File: src/rtl/assert_macros.svh
// Assertion macros used by the RTL of the IMU frame parser.
// Each macro expects signals clk and arst_n in the scope where it is used.
`ifndef ASSERT_MACROS_SVH
`define ASSERT_MACROS_SVH

// Property checked on every rising edge, switched off while reset is held.
`define IMURVC_ASSERT(lbl, prop) \
	lbl: assert property (@(posedge clk) disable iff (!arst_n) (prop)) \
		else $error("imu_rvc_frame_parser: assertion failed");

// Antecedent on one edge, consequent on the next.
`define IMURVC_ASSERT_NEXT(lbl, ante, cons) \
	lbl: assert property (@(posedge clk) disable iff (!arst_n) (ante) |=> (cons)) \
		else $error("imu_rvc_frame_parser: assertion failed");

`endif

File: src/rtl/imurvc_pkg.sv
// Package for the IMU RVC frame parser: field widths, header byte and
// decode constants. No dependencies.
`default_nettype none

package imurvc_pkg;

	localparam int unsigned BYTE_W       = 8;
	localparam int unsigned ANGLE_W      = 16;
	localparam int unsigned TENTHS_W     = 12;
	localparam int unsigned POS_W        = 5;

	localparam logic [BYTE_W-1:0] HDR_BYTE = 8'hAA;

	// Angle bytes sit at frame positions 3..8 (yaw, pitch, roll, little-endian)
	localparam int unsigned ANGLE_BYTES  = 6;
	localparam int unsigned ANGLE_IDX_W  = 3;
	localparam logic [POS_W-1:0] ANGLE_FIRST_POS = 5'd3;
	localparam logic [POS_W-1:0] ANGLE_LAST_POS  = 5'd8;

	// x / 10 = (x * 52429) >> 19, exact for x up to 32768
	localparam logic [ANGLE_W-1:0] DIV10_MUL   = 16'd52429;
	localparam int unsigned        DIV10_SHIFT = 19;

	localparam logic [TENTHS_W-1:0] YAW_WRAP = 12'd3600;

endpackage

`default_nettype wire

File: src/rtl/imurvc_byte_if.sv
// Request channel carrying one received serial byte.
// Depends on imurvc_pkg for the byte width.
`default_nettype none

interface imurvc_byte_if;
	logic                             valid;
	logic                             ready;
	logic [imurvc_pkg::BYTE_W-1:0]    rx_byte;

	modport source (output valid, output rx_byte, input ready);
	modport sink   (input valid, input rx_byte, output ready);
endinterface

`default_nettype wire

File: src/rtl/imurvc_res_if.sv
// Result channel: checksum verdict, the held angle values of the last good
// frame, the yaw rate sum and a seen flag. Depends on imurvc_pkg for field widths.
`default_nettype none

interface imurvc_res_if;
	logic                                valid;
	logic                                ready;
	logic                                frame_ok;
	logic [imurvc_pkg::TENTHS_W-1:0]     yaw_tenths;
	logic signed [imurvc_pkg::ANGLE_W-1:0] yaw_hundredths;
	logic signed [imurvc_pkg::ANGLE_W-1:0] pitch_out;
	logic signed [imurvc_pkg::ANGLE_W-1:0] roll_out;
	logic signed [imurvc_pkg::ANGLE_W-1:0] yaw_rate_sum;
	logic                                ever_valid;

	modport source (output valid, output frame_ok, output yaw_tenths,
		output yaw_hundredths, output pitch_out, output roll_out,
		output yaw_rate_sum, output ever_valid, input ready);
	modport sink (input valid, input frame_ok, input yaw_tenths,
		input yaw_hundredths, input pitch_out, input roll_out,
		input yaw_rate_sum, input ever_valid, output ready);
endinterface

`default_nettype wire

File: src/rtl/imu_rvc_frame_parser.sv
// Flow: a byte is taken into the input register and is parsed from there; a checksum
// byte goes on once the result slot is free, and its verdict is then registered.
// Throughput: one byte per cycle; a waiting result stalls only a checksum byte.
// Reset (arst_n low, asynchronous): parser hunts the first header, held angles,
// rate accumulator, valid flag and swap setting clear; no clearing pass.
`default_nettype none
`include "assert_macros.svh"

module imu_rvc_frame_parser #(
	parameter int unsigned FRAME_DATA_BYTES = 18,
	parameter int unsigned RATE_WINDOW      = 20
) (
	input  wire logic          clk,
	input  wire logic          arst_n,
	input  wire logic          cfg_we,
	input  wire logic          cfg_wdata,
	imurvc_byte_if.sink        rx,
	imurvc_res_if.source       res
);

	localparam int unsigned RC_W  = $clog2(RATE_WINDOW + 1);
	localparam int unsigned BW    = imurvc_pkg::BYTE_W;
	localparam int unsigned AW    = imurvc_pkg::ANGLE_W;
	localparam int unsigned TW    = imurvc_pkg::TENTHS_W;
	localparam int unsigned PW    = imurvc_pkg::POS_W;

	localparam logic [1:0] PH_HUNT1 = 2'd0;
	localparam logic [1:0] PH_HUNT2 = 2'd1;
	localparam logic [1:0] PH_BODY  = 2'd2;
	localparam logic [1:0] PH_CSUM  = 2'd3;

	localparam logic [PW-1:0] LAST_POS = PW'(FRAME_DATA_BYTES);

	// input register
	logic          v_s1;
	logic [BW-1:0] b_s1;

	logic          swap_q;
	logic [1:0]    phase_q;
	logic [PW-1:0] pos_q;
	logic [BW-1:0] sum_q;
	logic [BW-1:0] ang_q [imurvc_pkg::ANGLE_BYTES];
	logic [TW-1:0] tenths_q;
	logic [AW-1:0] yaw_raw_q;
	logic [AW-1:0] pitch_q;
	logic [AW-1:0] roll_q;
	logic [AW-1:0] prev_yaw_q;
	logic [AW-1:0] acc_q;
	logic [RC_W-1:0] rate_cnt_q;
	logic          seen_q;
	logic          ok_q;
	logic          out_v_q;

	logic          s1_is_res;
	logic          s1_go;
	logic          good;
	logic [PW-1:0] pos_inc;
	logic [imurvc_pkg::ANGLE_IDX_W-1:0] ang_idx;
	logic          ang_wr;
	logic [AW-1:0] yaw;
	logic [AW-1:0] pitch;
	logic [AW-1:0] roll;
	logic          yaw_neg;
	logic [AW-1:0] yaw_mag;
	logic [2*AW-1:0] div_prod;
	logic [TW-1:0] quot;
	logic [TW-1:0] tenths_nxt;

	// a checksum byte waits only while an untaken result occupies the slot
	assign s1_is_res = (phase_q == PH_CSUM);
	assign s1_go     = v_s1 && (!s1_is_res || !out_v_q || res.ready);
	assign rx.ready  = !v_s1 || s1_go;
	assign good      = (sum_q == b_s1);

	assign pos_inc = pos_q + PW'(1);
	assign ang_wr  = (pos_q >= imurvc_pkg::ANGLE_FIRST_POS) &&
		(pos_q <= imurvc_pkg::ANGLE_LAST_POS);
	assign ang_idx = imurvc_pkg::ANGLE_IDX_W'(pos_q - imurvc_pkg::ANGLE_FIRST_POS);

	assign yaw   = {ang_q[1], ang_q[0]};
	assign pitch = {ang_q[3], ang_q[2]};
	assign roll  = {ang_q[5], ang_q[4]};

	// truncating divide by ten on the magnitude, then wrap negatives to 0..3599
	assign yaw_neg  = yaw[AW-1];
	assign yaw_mag  = yaw_neg ? (AW'(0) - yaw) : yaw;
	assign div_prod = yaw_mag * imurvc_pkg::DIV10_MUL;
	assign quot     = div_prod[imurvc_pkg::DIV10_SHIFT +: TW];
	always_comb begin
		if (!yaw_neg) begin
			tenths_nxt = quot;
		end else if (quot == TW'(0)) begin
			tenths_nxt = TW'(0);
		end else begin
			tenths_nxt = imurvc_pkg::YAW_WRAP - quot;
		end
	end

	always_ff @(posedge clk or negedge arst_n) begin
		if (!arst_n) begin
			v_s1 <= 1'b0;
		end else if (rx.valid && rx.ready) begin
			v_s1 <= 1'b1;
		end else if (s1_go) begin
			v_s1 <= 1'b0;
		end
	end

	always_ff @(posedge clk) begin
		if (rx.valid && rx.ready) begin
			b_s1 <= rx.rx_byte;
		end
	end

	always_ff @(posedge clk or negedge arst_n) begin
		if (!arst_n) begin
			swap_q <= 1'b0;
		end else if (cfg_we) begin
			swap_q <= cfg_wdata;
		end
	end

	always_ff @(posedge clk) begin
		if (s1_go && phase_q == PH_BODY && ang_wr) begin
			ang_q[ang_idx] <= b_s1;
		end
	end

	always_ff @(posedge clk or negedge arst_n) begin
		if (!arst_n) begin
			phase_q <= PH_HUNT1;
			pos_q   <= '0;
			sum_q   <= '0;
		end else if (s1_go) begin
			unique case (phase_q)
				PH_HUNT1: begin
					if (b_s1 == imurvc_pkg::HDR_BYTE) begin
						pos_q   <= PW'(1);
						phase_q <= PH_HUNT2;
					end
				end
				PH_HUNT2: begin
					if (b_s1 == imurvc_pkg::HDR_BYTE) begin
						pos_q   <= PW'(2);
						sum_q   <= '0;
						phase_q <= PH_BODY;
					end else begin
						pos_q   <= '0;
						phase_q <= PH_HUNT1;
					end
				end
				PH_BODY: begin
					sum_q <= sum_q + b_s1;
					pos_q <= pos_inc;
					if (pos_inc >= LAST_POS) begin
						phase_q <= PH_CSUM;
					end
				end
				PH_CSUM: begin
					pos_q   <= '0;
					phase_q <= PH_HUNT1;
				end
			endcase
		end
	end

	// held values double as the result payload: they change only when a good
	// frame's result is loaded, when the slot is empty or the previous one is being taken
	always_ff @(posedge clk or negedge arst_n) begin
		if (!arst_n) begin
			tenths_q   <= '0;
			yaw_raw_q  <= '0;
			pitch_q    <= '0;
			roll_q     <= '0;
			prev_yaw_q <= '0;
			acc_q      <= '0;
			rate_cnt_q <= '0;
			seen_q     <= 1'b0;
		end else if (s1_go && s1_is_res && good) begin
			tenths_q  <= tenths_nxt;
			yaw_raw_q <= yaw;
			pitch_q   <= swap_q ? roll : pitch;
			roll_q    <= swap_q ? pitch : roll;
			seen_q    <= 1'b1;
			if (rate_cnt_q < RC_W'(RATE_WINDOW)) begin
				acc_q      <= acc_q + yaw - prev_yaw_q;
				rate_cnt_q <= rate_cnt_q + RC_W'(1);
				prev_yaw_q <= yaw;
			end else begin
				acc_q      <= '0;
				rate_cnt_q <= '0;
				prev_yaw_q <= '0;
			end
		end
	end

	always_ff @(posedge clk or negedge arst_n) begin
		if (!arst_n) begin
			out_v_q <= 1'b0;
			ok_q    <= 1'b0;
		end else if (s1_go && s1_is_res) begin
			out_v_q <= 1'b1;
			ok_q    <= good;
		end else if (res.ready) begin
			out_v_q <= 1'b0;
		end
	end

	assign res.valid          = out_v_q;
	assign res.frame_ok       = ok_q;
	assign res.yaw_tenths     = tenths_q;
	assign res.yaw_hundredths = $signed(yaw_raw_q);
	assign res.pitch_out      = $signed(pitch_q);
	assign res.roll_out       = $signed(roll_q);
	assign res.yaw_rate_sum   = $signed(acc_q);
	assign res.ever_valid     = seen_q;

	`IMURVC_ASSERT(a_res_from_csum, $rose(out_v_q) |-> $past(phase_q) == PH_CSUM)
	`IMURVC_ASSERT(a_ok_sets_seen, (out_v_q && ok_q) |-> seen_q)
	`IMURVC_ASSERT(a_tenths_range, tenths_q < imurvc_pkg::YAW_WRAP)
	`IMURVC_ASSERT(a_rate_cnt_range, rate_cnt_q <= RC_W'(RATE_WINDOW))
	`IMURVC_ASSERT(a_body_pos, (phase_q == PH_BODY) |-> (pos_q >= PW'(2) && pos_q < LAST_POS))
	`IMURVC_ASSERT_NEXT(a_csum_returns, (s1_go && s1_is_res), (phase_q == PH_HUNT1 && out_v_q))

endmodule

`default_nettype wire
File: src/flat_wrapper.sv
// flat-port wrapper written by rule: the top's interface ports become plain ports
module imu_rvc_frame_parser_flat 
#(
	parameter int unsigned FRAME_DATA_BYTES = 18,
	parameter int unsigned RATE_WINDOW      = 20
)
  (clk, arst_n, cfg_we, cfg_wdata, rx_valid, rx_rx_byte, rx_ready, res_valid, res_frame_ok, res_yaw_tenths, res_yaw_hundredths, res_pitch_out, res_roll_out, res_yaw_rate_sum, res_ever_valid, res_ready);
  imurvc_byte_if rx_i ();
  imurvc_res_if res_i ();
  input  wire logic clk;
  input  wire logic arst_n;
  input  wire logic cfg_we;
  input  wire logic cfg_wdata;
  input wire logic [$bits(rx_i.valid)-1:0] rx_valid;
  input wire logic [$bits(rx_i.rx_byte)-1:0] rx_rx_byte;
  output wire logic [$bits(rx_i.ready)-1:0] rx_ready;
  output wire logic [$bits(res_i.valid)-1:0] res_valid;
  output wire logic [$bits(res_i.frame_ok)-1:0] res_frame_ok;
  output wire logic [$bits(res_i.yaw_tenths)-1:0] res_yaw_tenths;
  output wire logic [$bits(res_i.yaw_hundredths)-1:0] res_yaw_hundredths;
  output wire logic [$bits(res_i.pitch_out)-1:0] res_pitch_out;
  output wire logic [$bits(res_i.roll_out)-1:0] res_roll_out;
  output wire logic [$bits(res_i.yaw_rate_sum)-1:0] res_yaw_rate_sum;
  output wire logic [$bits(res_i.ever_valid)-1:0] res_ever_valid;
  input wire logic [$bits(res_i.ready)-1:0] res_ready;
  assign rx_i.valid = rx_valid;
  assign rx_i.rx_byte = rx_rx_byte;
  assign rx_ready = rx_i.ready;
  assign res_valid = res_i.valid;
  assign res_frame_ok = res_i.frame_ok;
  assign res_yaw_tenths = res_i.yaw_tenths;
  assign res_yaw_hundredths = res_i.yaw_hundredths;
  assign res_pitch_out = res_i.pitch_out;
  assign res_roll_out = res_i.roll_out;
  assign res_yaw_rate_sum = res_i.yaw_rate_sum;
  assign res_ever_valid = res_i.ever_valid;
  assign res_i.ready = res_ready;
  imu_rvc_frame_parser #(.FRAME_DATA_BYTES(FRAME_DATA_BYTES), .RATE_WINDOW(RATE_WINDOW)) u_core (.clk(clk), .arst_n(arst_n), .cfg_we(cfg_we), .cfg_wdata(cfg_wdata), .rx(rx_i), .res(res_i));
endmodule
File: config.mk
export PLATFORM = sky130hd
export DESIGN_NAME = imu_rvc_frame_parser_flat
export DESIGN_NICKNAME = d
export VERILOG_FILES = /design/src/rtl/imurvc_pkg.sv /design/src/rtl/imurvc_byte_if.sv /design/src/rtl/imurvc_res_if.sv /design/src/rtl/imu_rvc_frame_parser.sv /design/src/flat_wrapper.sv
export VERILOG_INCLUDE_DIRS = /design/src /design/src/rtl
export SDC_FILE = /design/constraint.sdc
export NUM_CORES = 1
export LEC_CHECK = 0
export ABC_AREA = 0
export BUFFER_PORTS_ARGS = -buffer_cell sky130_fd_sc_hd__buf_2
export CORE_AREA = 2 2 186 188
export DETAILED_ROUTE_END_ITERATION = 7
export DIE_AREA = 0 0 188 190
export SETUP_SLACK_MARGIN = 0.05
export SLEW_MARGIN = 30
export SYNTH_ARGS = -nofsm -noshare
export SYNTH_HDL_FRONTEND = slang
export SYNTH_SLANG_ARGS = --single-unit
File: constraint.sdc
create_clock -name clk -period 11 [get_ports clk]
set_input_delay 1.1 -clock clk [delete_from_list [all_inputs] [get_ports clk]]
set_output_delay 1.1 -clock clk [all_outputs]
set_load 0.01 [all_outputs]
==> results.tsv <==
stage	metric	value	unit
run_status	status	complete, no violations	
layout	n_fill_cell	3262	
power_and_ir_drop	ir_worst_vdd	0.000107	V
power_and_ir_drop	p_clk_share	40.0	%
clock_network	postCtsSetupBuffers	0	
critical_path	crit_buf_inv	4	
logic_synthesis	synth_edf_count	56	
critical_path	crit_slowest_cell	edfxtp_1	
min_path	hold_path.class	flop to flop	
critical_path	worst_path_largest_cell_delay	0.92	ns
floorplanning	num_rows	68	
layout	finalCoreUtilization	43.9	%
placement	io_buffers	93	
clock_network	clk_path_buf_depth	2	
clock_network	post_cts_hold_buffer_count	0	
power_and_ir_drop	leakagePower	7.23	nW
global_route	grt_use_total	17.8	%
logic_synthesis	synth_area	0.0133	mm^2
floorplanning	die_h	190	um
critical_path	end_kind	flop	
power_and_ir_drop	p_sw_share	28.4	%
logic_synthesis	synth.avg_cell_area	10.0	um^2
routing	viasPerCell	5.01	
critical_path	critPathMaxFanout	26	
logic_synthesis	seq_area_frac_synth	34.6	%
routing	drc_errors	0	
routing	antenna_left	0	
clock_network	cts_sinks	173	
global_route	overflow	0	
timing	period_share	80.2	%
layout	final_area	0.0149	mm^2
global_route	grt_max_degree	121	
logic_synthesis	synth_top_area_share	22.0	%
power_and_ir_drop	pwr_density_cell	101	mW/mm^2
layout	diodes	0	
critical_path	cp-start-kind	flop	
logic_synthesis	synth_flop_cell	dfrtp_1	
timing	fin_worst_skew	0.0128	ns
routing	routed_wl	30700	um
logic_synthesis	yosysTopAreaCell	dfrtp_1	
timing	min_period	8.83	ns
layout	drive_above_1_share	11.8	%
global_route	grt_pass1_wl	50100	um
clock_network	clk_pin_slew	0.07	ns
floorplanning	core	0.0339	mm^2
logic_synthesis	synth_most_common_cell	inv_1	
floorplanning	initial_core_util	39.3	%
power_and_ir_drop	sequentialPowerShare	47.8	%
critical_path	critPathKind	flop to flop	
layout	layout.nets	1665	
layout	multi_input_area	0.00767	mm^2
floorplanning	io_pins	94	
power_and_ir_drop	pwr-share-comb	12.2	%
clock_network	htree_levels	4	
run	cap_violations	0	
clock_network	cts_resized	0	
timing	hold_ws	0.462	ns
power_and_ir_drop	power	1.51	mW
routing	drt_iter0_drc	521	
placement	dp.cells	1844	
critical_path	cp_top_family	adder cells	
logic_synthesis	synth.area.top_cells	dfrtp_1, ha_1, fa_1	
timing	hold_violations	0	
timing	worst_slew_pin_slew	1.06	ns
timing	worst_slack	2.17	ns
timing	max_slew_margin	29.1	%
floorplanning	dieWidth	188	um
clock_network	clkLatencyLatePin	0.44	ns
timing	rsz0062_at_grt	no	
clock_network	clock-root-buffer	clkbuf_16	
global_route	grt_pass1_vias	9453	
clock_network	cts_buffers	17	
routing	num_vias	9397	
timing	setup_tns	0	ns
critical_path	cp_data_arrival_time	9.16	ns
logic_synthesis	syn_nets	1585	
placement	hpwl	24600	um
layout	final-instance-count-excl-fill	1876	
critical_path	cp_common_cell	fa_1	
timing	fmax	0.113	GHz
placement	pre_cts_slack	2.24	ns
logic_synthesis	yosysWarnings	0	
floorplanning	die_area	0.0357	mm^2
global_route	antenna_found_initial	0	
power_and_ir_drop	p_sw	427	uW
timing	drv_slew	0	
routing	routedWlPerCell	16.3	um
clock_network	tritoncts	yes	
logic_synthesis	synth_cell_types	79	
power_and_ir_drop	power.internal	1.08	mW
timing	setup_viol	0	
routing	firstDrtPassIters	5	
placement	placed_area	0.0143	mm^2
logic_synthesis	synthTopCellsByCount	inv_1, ha_1, dfrtp_1, nand2_1, o21ai_0	
layout	ff_latch_area	0.00461	mm^2
layout	syn_to_final_growth	11.9	%
critical_path	worstPathRequired	11.33	ns
logic_synthesis	async_reset_ff_share	67.6	%
logic_synthesis	syn_inst	1328	
placement	routabilityCongestion	0.912	
logic_synthesis	ys_ff_latch	173	
power groups by stage:
stage	Clock (mW)	Combinational, mW	Sequential, mW
after floorplan	0	0.143	0.715
final	0.602	0.183	0.720
after global placement	0	0.178	0.731
after global routing	0.637	0.209	0.724
after CTS	0.615	0.185	0.719
after detailed placement	0	0.183	0.732
cells by family after synthesis:
logic type,after synthesis,synth area share (%)
mux,38,2.91
fa+ha+maj,243,28.0
simple gates,266,9.74
compound gates,253,12.1
flops,173,34.6
xor+xnor,69,4.53
buf+inv,286,8.15
area by class of cell:
type | count | area share (%)
multi-input combinational | 869 | 51.4
sequential | 173 | 30.9
inverter | 246 | 6.19
tap | 455 | 3.82
timing repair buffer | 101 | 3.65
clock buffer | 18 | 3.02
clock inverter | 14 | 0.973
final timing paths:
check	startpoint	cells after the start	slack, ns	end
hold / removal	u_core.res.yaw_hundredths[15]	2	0.46	u_core.res.yaw_hundredths[15]
hold reg to reg	u_core.res.yaw_hundredths[15]	2	0.46	u_core.res.yaw_hundredths[15]
setup / recovery	u_core.ang_q[1][7]	26	2.17	u_core.res.yaw_tenths[3]
setup reg to reg	u_core.ang_q[1][7]	26	2.17	u_core.res.yaw_tenths[3]
max in group asynchronous	arst_n	3	9.16	u_core.prev_yaw_q[14]
min in group asynchronous	arst_n	1	0.65	u_core.res.pitch_out[9]
layout by cell type (no fill, tap or decap), types with 18 or more instances in the layout:
master,synthesis,layout
nor2_1,40,40
inv_1,243,243
dfrtp_1,117,117
a21oi_1,36,36
buf_2,1,92
clkbuf_16,0,18
nand2_1,117,117
ha_1,151,151
nand3_1,21,21
mux2i_1,35,35
o21ai_0,97,97
edfxtp_1,56,56
xnor2_1,53,53
fa_1,92,92
routing by layer:
metal	GRT usage [%]	up-vias	wire [um]
met5	0	-	0
met4	4.75	0	505
met3	2.58	38	1100
met2	29.3	155	14600
met1	24.6	4607	14500
li1	-	4597	-
flip-flops by register name (all words and copies together) (netlist names), 8 cells and up, named ones only:
name and count:
u_core.sum_q 8, u_core.ang_q 48, u_core.res.yaw_hundredths 16, u_core.res.yaw_rate_sum 16, u_core.b_s1 8, u_core.res.roll_out 16
u_core.res.yaw_tenths 12, u_core.prev_yaw_q 16, u_core.res.pitch_out 16
worst register-to-register path, stage by stage, from the launching register on:
cell	delay, ns
edfxtp_1	0.92
clkinv_1	0.58
a31o_2	0.40
xnor2_1	0.54
ha_1	0.39
fa_1	0.50
fa_1	0.53
fa_1	0.52
fa_1	0.54
inv_1	0.06
fa_1	0.52
inv_1	0.04
ha_1	0.35
nand3_1	0.11
nor2_1	0.06
and2_1	0.16
a311oi_1	0.26
o21ai_0	0.18
xnor2_1	0.50
ha_1	0.25
inv_1	0.05
a21oi_2	0.16
o221ai_1	0.16
or4_4	0.49
o21ai_2	0.08
o21ai_1	0.08
mux2_4	0.29
No activity file was read; power rests on OpenSTA's default activity.
